## config.mk

```make
export PLATFORM = sky130hd
export DESIGN_NAME = lmf_div
export DESIGN_NICKNAME = d
export VERILOG_FILES = /design/src/hdl/lmf_pkg.sv /design/src/hdl/lmf_div.sv
export SDC_FILE = /design/constraint.sdc
export NUM_CORES = 1
export LEC_CHECK = 0
export BUFFER_PORTS_ARGS = -buffer_cell sky130_fd_sc_hd__buf_2
export CAP_MARGIN = 30
export CELL_PAD_IN_SITES_DETAIL_PLACEMENT = 1
export CELL_PAD_IN_SITES_GLOBAL_PLACEMENT = 1
export CORE_ASPECT_RATIO = 0.9
export CORE_MARGIN = 10
export CORE_UTILIZATION = 47
export DETAILED_ROUTE_END_ITERATION = 12
export PLACE_DENSITY_LB_ADDON = 0.25
export SYNTH_ARGS = -nofsm -noshare
export SYNTH_HDL_FRONTEND = slang
export SYNTH_SLANG_ARGS = --single-unit
```

## constraint.sdc

```tcl
create_clock -name clk -period 5.72 [get_ports clk]
set_clock_uncertainty 0.2 [all_clocks]
set_input_delay 0 -clock clk [delete_from_list [all_inputs] [get_ports clk]]
set_output_delay 0 -clock clk [all_outputs]
set_load 0.1 [all_outputs]
```

## src/hdl/lmf_pkg.sv

```systemverilog
// Shared types and constants of the log-mel feature frontend.
// Holds the request and result structs and the divider handshake structs.
// No dependencies.
package lmf_pkg;

  localparam int FFT_SIZE_DEF  = 1024;
  localparam int MEL_BANDS_DEF = 128;

  localparam int ACC_W   = 58;
  localparam int FLOOR_W = 16;
  localparam int DIV_W   = 50;
  localparam int DEN_W   = 32;

  localparam logic [1:0] CMD_BIN       = 2'd0;
  localparam logic [1:0] CMD_LOAD_WT   = 2'd1;
  localparam logic [1:0] CMD_LOAD_NORM = 2'd2;
  localparam logic [1:0] CMD_READ      = 2'd3;

  localparam logic KIND_BIN  = 1'b0;
  localparam logic KIND_BAND = 1'b1;

  localparam logic [31:0]      LN2_Q32   = 32'd2977044472;
  localparam logic [30:0]      SCALE_ONE = 31'd65536;
  localparam logic [ACC_W-1:0] ACC_MAX   = '1;

  typedef struct packed {
    logic [1:0]         cmd;
    logic [9:0]         slot;
    logic signed [31:0] real_part;
    logic signed [31:0] imag_part;
    logic [6:0]         first_band;
    logic [6:0]         second_band;
    logic [23:0]        first_weight;
    logic [23:0]        second_weight;
    logic signed [31:0] band_mean;
    logic [30:0]        band_scale;
  } in_item_t;

  typedef struct packed {
    logic               kind;
    logic [31:0]        magnitude;
    logic signed [15:0] unit_cos;
    logic signed [15:0] unit_sin;
    logic signed [31:0] band_value;
  } out_item_t;

  typedef struct packed {
    logic             start;
    logic [DIV_W-1:0] dividend;
    logic [DEN_W-1:0] divisor;
  } div_req_t;

  typedef struct packed {
    logic             done;
    logic [DIV_W-1:0] quotient;
  } div_rsp_t;

endpackage

```

## src/hdl/lmf_div.sv

```systemverilog
// Restoring unsigned divider, one quotient bit per cycle.
// Depends on lmf_pkg for the request and response structs.
module lmf_div (
  input  logic             clk,
  input  logic             rst_n,
  input  lmf_pkg::div_req_t req,
  output lmf_pkg::div_rsp_t rsp
);
  import lmf_pkg::*;

  localparam int CNT_W = $clog2(DIV_W + 1);

  logic             busy_r;
  logic             done_r;
  logic [CNT_W-1:0] cnt_r;
  logic [DIV_W-1:0] quo_r;
  logic [DEN_W-1:0] rem_r;
  logic [DEN_W-1:0] den_r;
  logic [DEN_W:0]   rem_sh;
  logic [DEN_W:0]   rem_diff;
  logic             fits;

  always_comb begin
    rem_sh   = {rem_r, quo_r[DIV_W-1]};
    rem_diff = rem_sh - {1'b0, den_r};
    fits     = (rem_sh >= {1'b0, den_r});
  end

  always_ff @(posedge clk) begin
    if (!rst_n) begin
      busy_r <= 1'b0;
      done_r <= 1'b0;
      cnt_r  <= '0;
    end else begin
      done_r <= 1'b0;
      if (req.start) begin
        busy_r <= 1'b1;
        cnt_r  <= CNT_W'(DIV_W);
        quo_r  <= req.dividend;
        rem_r  <= '0;
        den_r  <= req.divisor;
      end else if (busy_r) begin
        quo_r <= {quo_r[DIV_W-2:0], fits};
        rem_r <= fits ? rem_diff[DEN_W-1:0] : rem_sh[DEN_W-1:0];
        cnt_r <= cnt_r - CNT_W'(1);
        if (cnt_r == CNT_W'(1)) begin
          busy_r <= 1'b0;
          done_r <= 1'b1;
        end
      end
    end
  end

  assign rsp.done     = done_r;
  assign rsp.quotient = quo_r;

endmodule

```

==> flow_summary_export.csv, run 1 <==
group,metric,value,unit
run_status,status,"finished, final reports clean",
power,power.leakage,3.81,nW
drt,firstDrtPassIters,5,
floorplan,fp.coreArea,0.0141,mm²
global_route,overflow,0,
yosys,avgSynthCellArea,11.9,µm²
timing,tightest_slew,1.05,ns
worst_setup_path,criticalPathCategory,"reg -> reg",
clocking,h-tree-depth,4,
drt,drt-initial-drc-count,519,
clocking,cts_tree,"yes",
timing,tns,0,ns
hold_path,min-delay-path-class,"in -> reg",
floorplan,ioPinCount,136,
yosys,ys_seq_elements,122,
power,peakVddDrop,0.226,mV
finish,layout-drive-gt1-share,27.7,%
power,p_int,0.00199,W
finish,multi_input_area,0.00291,mm²
timing,fin_crit_sh,71.9,%
place,dp.cells,881,
floorplan,die_x,146,µm
finish,area_delta_synth_final,34.4,%
global_route,grt_pass1_wl,40200,µm
power,p_comb_share,29.9,%
yosys,synth_cells,570,
finish,fin_nets,921,
yosys,synth_cell_types,59,
yosys,async_reset_ff_share,0,%
power,swShare,35.5,%
worst_setup_path,worstSetupEndpointType,"flip-flop",
yosys,yosysWarningCount,0,
clocking,clkTransAtPathRegs,0.06,ns
worst_setup_path,reg2reg_from,"rem_r[1]",
floorplan,die_h,134,µm
global_route,grt_antenna_before_repair,1,
clocking,cts_sinks,122,
yosys,synth_fp_nets,690,
run,cap_violations,0,
worst_setup_path,critPathArrivalTime,4.18,ns
yosys,netlist_area,0.00676,mm²
yosys,ys_top_cells_by_area,"edfxtp_1 51%, mux2_2 8.3%, ha_1 6.3%",
worst_setup_path,critPathBufInv,1,
yosys,yosys.area.top_type_share,50.7,%
timing,hold_viol,0,
finish,final_cells,1007,
worst_setup_path,cpPeakStageDelay,0.50,ns
worst_setup_path,start_kind,"flip-flop",
drt,routed_via_density,5.66,
clocking,clock_latency,0.44,ns
yosys,synthFlopType,"edfxtp_1",
global_route,grt_max_degree,77,
timing,slew_headroom,30.0,%
worst_setup_path,critPathTopFamily,"compound AO/OA/AOI/OAI gates",
clocking,cts_setup_buffers,0,
place,dp_hpwl,13500,µm
drt,avgRoutedWirePerCell,25.2,µm
clocking,cts_made_buffers,17,
power,p_seq_share,36.4,%
global_route,grt_use_total,26.5,%
timing,max_freq,243,MHz
finish,seqCellArea,0.00358,mm²
worst_setup_path,cp-startpoint,"rem_r[1]",
hold_path,hold_path_startpoint,"req[6]",
power,p_per_area,340,mW/mm²
floorplan,rows,41,
timing,slew_violations,0,
floorplan,design.die.area,0.0196,mm²
worst_setup_path,crit_required,5.79,ns
drt,antenna_left,0,
global_route,grt_pass1_vias,6603,
place,io_buffers,135,
drt,wl,25400,µm
timing,period_needed,4.11,ns
finish,fillCellCount,1454,
worst_setup_path,crit_path_max_fanout,20,
worst_setup_path,cp_slowest_cell,"a2bb2oi_4",
worst_setup_path,path_cells,"ha_1, o211ai_1, a21oi_1, o21ai_1, o31ai_4, a21o_1, o21a_4, a2bb2oi_4, buf_4, nand2b_1, o22ai_1",
clocking,clk_path_buf_depth,2,
yosys,synth_top_area_cell,"edfxtp_1",
drt,drc,0,
power,power.share.clock,33.7,%
floorplan,start_util,48.1,%
timing,rsz0062_at_grt,"no",
clocking,clock_tree.root_cell,"clkbuf_16",
yosys,synth_edf_count,114,
power,power_switching,0.00110,W
place,gp_congestion,0.856,
drt,dr_total_vias,5704,
timing,finalSetupViolCount,0,
yosys,synth_seq_area_share,53.0,%
per-layer routing:
metal | vias to the layer above | GRT usage (%) | routed length (µm)
li1 | 2568 | - | -
met1 | 2791 | 30.6 | 10100
met2 | 298 | 45.3 | 12700
met3 | 47 | 8.63 | 2080
met4 | 0 | 8.78 | 546
met5 | - | 0 | 0
metrics by stage:
| step | util [%] | setup slack, ns | power [W] | hold slack, ns | area [µm²] |
|---|---|---|---|---|---|
| 3_3_place_gp | 54.1 | 1.97 | 0.00190 | -0.0238 | 7600 |
| 2_1_floorplan | - | 2.19 | 0.00176 | -0.101 | 6760 |
| 6_report | 64.6 | 1.61 | 0.00309 | 0.0781 | 9080 |
| 5_1_grt | 64.6 | 1.42 | 0.00319 | 0.0808 | 9080 |
| 4_1_cts | 64.6 | 1.82 | 0.00301 | 0.0729 | 9080 |
| 3_5_place_dp | 54.1 | 1.92 | 0.00194 | -0.0216 | 7600 |
synth_stat cells (8+ instances only):
cell type  count
a21o_1        10
ha_1          34
xor2_1        13
o21a_1         9
xnor2_1       17
inv_1         43
dfxtp_1        8
nand2_1       44
mux2_2        50
nand2b_1      10
nor2_1        38
a21oi_1       38
edfxtp_1     114
o21ai_0       15
clkbuf_1      12
mux2i_1       20
registers in the layout (all words and copies together), names as in the netlist:
register	flops
cnt_r	6
rem_r	32
done_r	1
quo_r	50
busy_r	1
den_r	32
cell type report:
type / instances / area share, %
clock buffer: 19 / 4.77
clock inverter: 12 / 1.13
timing repair buffer: 233 / 18.2
multi-input combinational: 384 / 32.0
inverter: 43 / 1.78
antenna: 1 / 0.0275
tap: 193 / 2.66
sequential: 122 / 39.4
placed cells by master, fill, tap and decap left out, types with 13 or more instances in the layout:
| cell | instances |
|---|---|
| inv_1 | 43 |
| nor2_1 | 38 |
| buf_2 | 134 |
| o21ai_0 | 15 |
| xnor2_1 | 17 |
| dlygate4sd3_1 | 94 |
| xor2_1 | 13 |
| clkbuf_16 | 17 |
| a21oi_1 | 38 |
| mux2_2 | 50 |
| ha_1 | 34 |
| nand2_1 | 44 |
| edfxtp_1 | 114 |
| mux2i_1 | 20 |
worst reg2reg max path, cell delays in order (launching register included):
cell and delay [ns]:
edfxtp_1 0.42, ha_1 0.43, o211ai_1 0.15, a21oi_1 0.31, o21ai_1 0.22, o31ai_4 0.36
a21o_1 0.23, o21a_4 0.17, a2bb2oi_4 0.50, buf_4 0.44, nand2b_1 0.26, o22ai_1 0.26
path summary, 6_finish.rpt:
| path | slack [ns] | cells past startpoint | end |
|---|---|---|---|
| setup / recovery | 1.61 | 11 | rem_r[26] |
| hold / removal | 0.08 | 2 | den_r[6] |
| setup reg to reg | 1.61 | 11 | rem_r[26] |
| hold reg to reg | 0.39 | 1 | quo_r[16] |
what timing repair did:
action | in CTS | in global routing
hold endpoints to repair | 90 | 0
hold buffers | 94 | 0
resized for setup | 0 | 0
power by group through the flow:
stage / logic, W / registers [W] / clock network (W)
5_1_grt: 0.000989 / 0.00113 / 0.00107
3_3_place_gp: 0.000776 / 0.00112 / 0
6_report: 0.000923 / 0.00112 / 0.00104
2_1_floorplan: 0.000471 / 0.00129 / 0
4_1_cts: 0.000872 / 0.00111 / 0.00102
3_5_place_dp: 0.000807 / 0.00113 / 0
logic make-up (layout without fill, tap and decap cells):
| family | Yosys count | count (layout) | synth area share (%) |
|---|---|---|---|
| simple gates | 132 | 132 | 9.29 |
| flops | 122 | 122 | 53.0 |
| compound gates | 117 | 117 | 11.9 |
| mux | 70 | 70 | 11.3 |
| buf+inv | 64 | 307 | 4.02 |
| fa+ha+maj | 35 | 35 | 6.59 |
| xor+xnor | 30 | 30 | 3.89 |
| other cells | 0 | 1 | 0 |
Note: power is estimated with default switching activity, not from simulation.
==> inputs of run 2 (changes only) <==
--- a/config.mk
+++ b/config.mk
@@ -11,7 +11,7 @@
 export CELL_PAD_IN_SITES_GLOBAL_PLACEMENT = 1
 export CORE_ASPECT_RATIO = 0.9
 export CORE_MARGIN = 10
-export CORE_UTILIZATION = 47
+export CORE_UTILIZATION = 44
 export DETAILED_ROUTE_END_ITERATION = 12
 export PLACE_DENSITY_LB_ADDON = 0.25
 export SYNTH_ARGS = -nofsm -noshare
==> constraint.sdc (replaced) <==
create_clock -name clk -period 3.9 [get_ports clk]
set_clock_uncertainty 0.2 [all_clocks]
set_input_delay 0 -clock clk [delete_from_list [all_inputs] [get_ports clk]]
set_output_delay 0 -clock clk [all_outputs]
set_load 0.1 [all_outputs]
==> run 2 against run 1 <==
  * Critical path depth unchanged
  * Critical endpoint is now rem_r[22]
  * Utilization down 3.3 points
  * Sequential cell count unchanged
  * Total power up 51%
  * Register-to-register slack worse by 1.2 ns
  * Largest cell class unchanged
  * Clock power up 66%
  * Maximum frequency up 17%
  * Largest power group is now the clock network
  * Worst hold slack better by 0.0062 ns
  * Die area up 5.8%
==> flow_summary_export.csv, run 2 (synthesized netlist as in run 1, its figures left out) <==
group,metric,value,unit
drt,firstDrtPassIters,5,
clocking,clkTransAtPathRegs,0.06,ns
timing,tns,0,ns
hold_path,hold_path_startpoint,"req[25]",
finish,regMostFlops,"quo_r",
timing,tightest_slew,0.746,ns
global_route,grt_max_degree,49,
worst_setup_path,criticalPathCategory,"reg -> reg",
place,gp_congestion,0.848,
worst_setup_path,crit_required,3.96,ns
worst_setup_path,worstSetupEndpointType,"flip-flop",
finish,layout_common_cells,"135 x buf_2, 114 x edfxtp_1, 85 x dlygate4sd3_1",
floorplan,die_h,138,µm
worst_setup_path,reg2reg_to,"rem_r[22]",
timing,fin_crit_sh,89.9,%
global_route,grt_antenna_before_repair,1,
finish,fillCellCount,1536,
hold_path,min-delay-path-class,"in -> reg",
finish,layout-drive-gt1-share,28.5,%
drt,drt-initial-drc-count,205,
drt,routed_via_density,5.39,
drt,wl,21600,µm
clocking,cts_made_buffers,17,
global_route,overflow,0,
finish,fin_nets,915,
global_route,grt_pass1_wl,33900,µm
floorplan,rows,42,
finish,final_common_cell,"buf_2",
finish,fin_util,61.4,%
clocking,clk_path_buf_depth,2,
worst_setup_path,r2r_setup_slack,0.39,ns
power,p_per_area,509,mW/mm²
timing,finalSetupViolCount,0,
timing,slew_headroom,50.2,%
clocking,cts_tree,"yes",
finish,seqCellArea,0.00358,mm²
power,peakVddDrop,0.382,mV
clocking,cts_sinks,122,
finish,area_delta_synth_final,35.1,%
run,cap_violations,0,
finish,multi_input_area,0.00291,mm²
timing,slew_violations,0,
timing,hold_viol,0,
run_status,status,"finished, final reports clean",
global_route,grt_pass1_vias,6135,
clocking,h-tree-depth,4,
floorplan,fp.coreArea,0.0149,mm²
hold_path,min_delay_path_depth,2,
timing,period_needed,3.51,ns
power,power.leakage,3.84,nW
clocking,clock_latency,0.43,ns
floorplan,die_x,151,µm
floorplan,design.die.area,0.0207,mm²
finish,largest_reg_flops,50,
floorplan,start_util,45.4,%
drt,avgRoutedWirePerCell,21.4,µm
clocking,clock_tree.root_cell,"clkbuf_16",
timing,rsz0062_at_grt,"no",
hold_path,worst_hold_path.endpoint,"den_r[25]",
drt,dr_total_vias,5424,
finish,top_regs,"quo_r: 50 flops, den_r: 32 flops, rem_r: 32 flops",
drt,antenna_left,0,
timing,max_freq,285,MHz
worst_setup_path,r2r.worst_path.cells,11,
place,dp_hpwl,13100,µm
global_route,grt_use_total,21.3,%
drt,drc,0,
worst_setup_path,critPathArrivalTime,3.57,ns
worst_setup_path,reg2reg_from,"rem_r[17]",
worst_setup_path,start_kind,"flip-flop",
place,io_buffers,135,
worst_setup_path,crit_path_max_fanout,7,
floorplan,ioPinCount,136,
run 2: cell count changes in the layout (fill, tap and decap cells not counted), moves of 2 or more:
cell	change
clkinv_1	-2
clkinv_4	+2
dlygate4sd3_1	-9
clkbuf_8	+2
clkinvlp_4	-3
bufinv_16	+3
run 2: what timing repair did:
item                                    4_1_cts  5_1_grt
hold endpoints to repair                     90        0
endpoints found under the setup margin        0        0
buffers inserted                              0        0
hold buffers                                 85        0
gates resized for setup                       0        0
run 2: critical path: stages, from the launching register on:
cell	delay (ns)
edfxtp_1	0.39
ha_1	0.41
a21oi_1	0.24
o21ai_0	0.16
a311o_1	0.41
a22o_1	0.22
a21o_1	0.18
o21a_4	0.21
o2bb2ai_1	0.42
buf_4	0.26
nand2_1	0.09
a21oi_1	0.16
run 2: where the power goes:
part	internal, W	switching [W]	total, W
clock network	0.00111	0.000622	0.00173
registers	0.00157	0.0000631	0.00164
logic	0.000473	0.000806	0.00128
total	0.00315	0.00149	0.00464
run 2: layout make-up:
type                       instances  share of cell area (%)
antenna                            1                  0.0274
clock buffer                      22                    5.09
clock inverter                    10                    1.82
inverter                          43                    1.77
multi-input combinational        384                    31.9
sequential                       122                    39.3
tap                              198                    2.71
timing repair buffer             227                    17.4
run 2: how the worst max path moves through the flow:
stage | start | to | slack, ns | depth (start not counted)
detailed placement | rem_r[12] | rem_r[2] | 0.48 | 9
finish | rem_r[17] | rem_r[22] | 0.39 | 11
CTS | rem_r[19] | rem_r[22] | 0.40 | 11
global route | rem_r[19] | rem_r[22] | 0.25 | 11
global placement | rem_r[22] | rem_r[31] | 0.64 | 11
floorplan | quo_r[49] | rem_r[24] | 0.37 | 12
run 2: stage by stage:
stage,area [µm²],hold WS [ns],total power [W],cells,worst slack (ns)
6_report,9130,0.0843,0.00464,1007,0.394
5_1_grt,9130,0.0796,0.00483,1007,0.251
4_1_cts,9130,0.0736,0.00462,1006,0.405
3_5_place_dp,7640,-0.0216,0.00284,889,0.485
3_3_place_gp,7620,-0.0241,0.00279,888,0.641
2_1_floorplan,6760,-0.101,0.00258,570,0.371
run 2: metal layers:
| metal | part of all wire [%] | vias to the layer above | wire (µm) | global-route usage [%] |
|---|---|---|---|---|
| met5 | 0 | - | 0 | 0 |
| met4 | 2.0 | 0 | 425 | 7.59 |
| met3 | 6.1 | 31 | 1310 | 7.02 |
| met2 | 51 | 146 | 11000 | 37.7 |
| met1 | 41 | 2700 | 8790 | 23.6 |
| li1 | - | 2547 | - | - |
==> inputs of run 3 (changes only) <==
--- a/config.mk
+++ b/config.mk
@@ -12,6 +12,7 @@
 export CORE_ASPECT_RATIO = 0.9
 export CORE_MARGIN = 10
 export CORE_UTILIZATION = 44
+export CTS_BUF_LIST = sky130_fd_sc_hd__clkbuf_16
 export DETAILED_ROUTE_END_ITERATION = 12
 export PLACE_DENSITY_LB_ADDON = 0.25
 export SYNTH_ARGS = -nofsm -noshare
==> run 3 against run 2 <==
  * Maximum frequency fell by 0.73%
  * Cell area fell by 0.16%
  * Via count decreased by 1.8%
  * Utilization shrank 0.10 points
  * Worst hold slack better by 0.0017 ns
  * Global-route usage decreased by 0.53 points
  * Total power is 1.3% lower
  * Sequential share of layout area up 0.065 points
==> flow_summary_export.csv, run 3 (synthesized netlist as in run 1, its figures left out) <==
group,metric,value,unit
drt,drt-initial-drc-count,201,
clocking,clk_path_buf_depth,2,
finish,area_delta_synth_final,34.8,%
place,placed_cell_area,0.00764,mm²
timing,slew_violations,0,
worst_setup_path,cp_slowest_cell,"o2bb2ai_1",
finish,layout_common_cells,"135 x buf_2, 114 x edfxtp_1, 85 x dlygate4sd3_1",
timing,max_freq,283,MHz
floorplan,design.die.area,0.0207,mm²
timing,finalSetupViolCount,0,
power,power.share.clock,36.4,%
timing,rsz0062_at_grt,"no",
floorplan,rows,42,
clocking,clock_latency,0.43,ns
floorplan,die_x,151,µm
worst_setup_path,crit_required,3.96,ns
drt,firstDrtPassIters,5,
power,p_seq_share,35.7,%
power,p_per_area,503,mW/mm²
power,swShare,32.2,%
global_route,grt_max_degree,49,
timing,tns,0,ns
finish,layout-drive-gt1-share,28.2,%
place,dp_hpwl,13100,µm
finish,largest_reg_flops,50,
timing,holdWs,0.0860,ns
global_route,grt_antenna_before_repair,3,
drt,dr_total_vias,5324,
clocking,h-tree-depth,4,
timing,hold_viol,0,
drt,antenna_left,0,
finish,top_regs,"quo_r: 50 flops, den_r: 32 flops, rem_r: 32 flops",
finish,final_common_cell,"buf_2",
floorplan,ioPinCount,136,
clocking,clkTransAtPathRegs,0.06,ns
finish,regMostFlops,"quo_r",
finish,fin_nets,915,
power,p_comb_share,27.8,%
timing,tightest_slew,0.770,ns
timing,setup_ws,0.368,ns
timing,slew_headroom,48.6,%
worst_setup_path,crit_top_cell,"a21oi_1",
power,power_switching,0.00148,W
clocking,cts_sinks,122,
run,cap_violations,0,
place,pre_cts_slack,0.485,ns
worst_setup_path,r2r.worst_path.cells,11,
power,fin_total_pwr,0.00458,W
hold_path,min_delay_path_depth,2,
power,peakVddDrop,0.368,mV
global_route,grt_pass1_vias,6151,
worst_setup_path,critPathArrivalTime,3.59,ns
clocking,cts_made_buffers,17,
power,p_int,0.00311,W
hold_path,min-delay-path-class,"in -> reg",
worst_setup_path,worstSetupEndpointType,"flip-flop",
drt,drc,0,
floorplan,die_h,138,µm
global_route,grt_use_total,20.8,%
finish,fillCellCount,1523,
drt,routed_via_density,5.28,
clocking,clock_tree.root_cell,"clkbuf_16",
drt,wl,21100,µm
timing,period_needed,3.53,ns
clocking,cts_tree,"yes",
place,io_buffers,135,
finish,design_area,0.00911,mm²
place,gp_congestion,0.848,
power,power.leakage,3.84,nW
global_route,overflow,0,
worst_setup_path,crit_path_max_fanout,7,
clocking,cts-resized-gates,0,
floorplan,start_util,45.4,%
worst_setup_path,cpPeakStageDelay,0.43,ns
timing,fin_crit_sh,90.6,%
floorplan,fp.coreArea,0.0149,mm²
worst_setup_path,path_cells,"ha_1, a21oi_1, o21ai_0, a311o_1, a22o_1, a21o_1, o21a_4, o2bb2ai_1, buf_4, nand2_1, a21oi_1",
global_route,grt_pass1_wl,33400,µm
worst_setup_path,criticalPathCategory,"reg -> reg",
worst_setup_path,start_kind,"flip-flop",
run_status,status,"finished, final reports clean",
drt,avgRoutedWirePerCell,20.9,µm
==> run 3: final timing paths <==
kind / start / endpoint / slack (ns)
worst max-delay path: rem_r[17] / rem_r[22] / 0.37
worst min-delay path: req[23] / den_r[23] / 0.09
worst max register to register: rem_r[17] / rem_r[22] / 0.37
worst min register to register: cnt_r[3] / cnt_r[3] / 0.37
==> run 3: layout make-up <==
class | instances | area, µm² | share of cell area (%)
well taps | 198 | 248 | 2.72
clock inverters | 15 | 185 | 2.03
clock buffers | 17 | 425 | 4.67
inverters | 43 | 161 | 1.77
repair buffers | 227 | 1590 | 17.5
diodes | 3 | 7.51 | 0.0824
multi-input cells | 384 | 2910 | 31.9
flip-flops and latches | 122 | 3580 | 39.3
==> run 3: power groups by stage <==
stage / combinational, W / sequential, W / clock (W)
after detailed placement: 0.00118 / 0.00165 / 0
after CTS: 0.00127 / 0.00163 / 0.00168
final: 0.00128 / 0.00164 / 0.00167
after global routing: 0.00139 / 0.00165 / 0.00175
after floorplan: 0.000691 / 0.00189 / 0
after global placement: 0.00114 / 0.00165 / 0
==> run 3: routing by layer <==
layer	wire length, µm	track usage (%)	vias to the layer above
li1	-	-	2541
met4	331	6.73	0
met2	10800	36.6	146
met1	8640	23.1	2612
met3	1290	7.41	25
met5	0	0	-
==> run 3: worst max-delay path: cells and delay by family, from the launching register on <==
family                     cells  cell delay, ns
AOI/OAI and AO/OA              8            2.02
adders and majority gates      1            0.41
DFF                            1            0.39
buffers and inverters          1            0.26
and+or+nand+nor                1            0.09
==> run 3: per-stage QoR <==
stage,util [%],std cells
finish,61.3,1009
global route,61.3,1009
CTS,61.2,1006
detailed placement,51.4,889
global placement,51.3,888
floorplan,-,570
==> run 3: repair_timing <==
action	CTS	global route
setup buffers	0	0
hold buffers	85	0
hold endpoints to repair	90	0
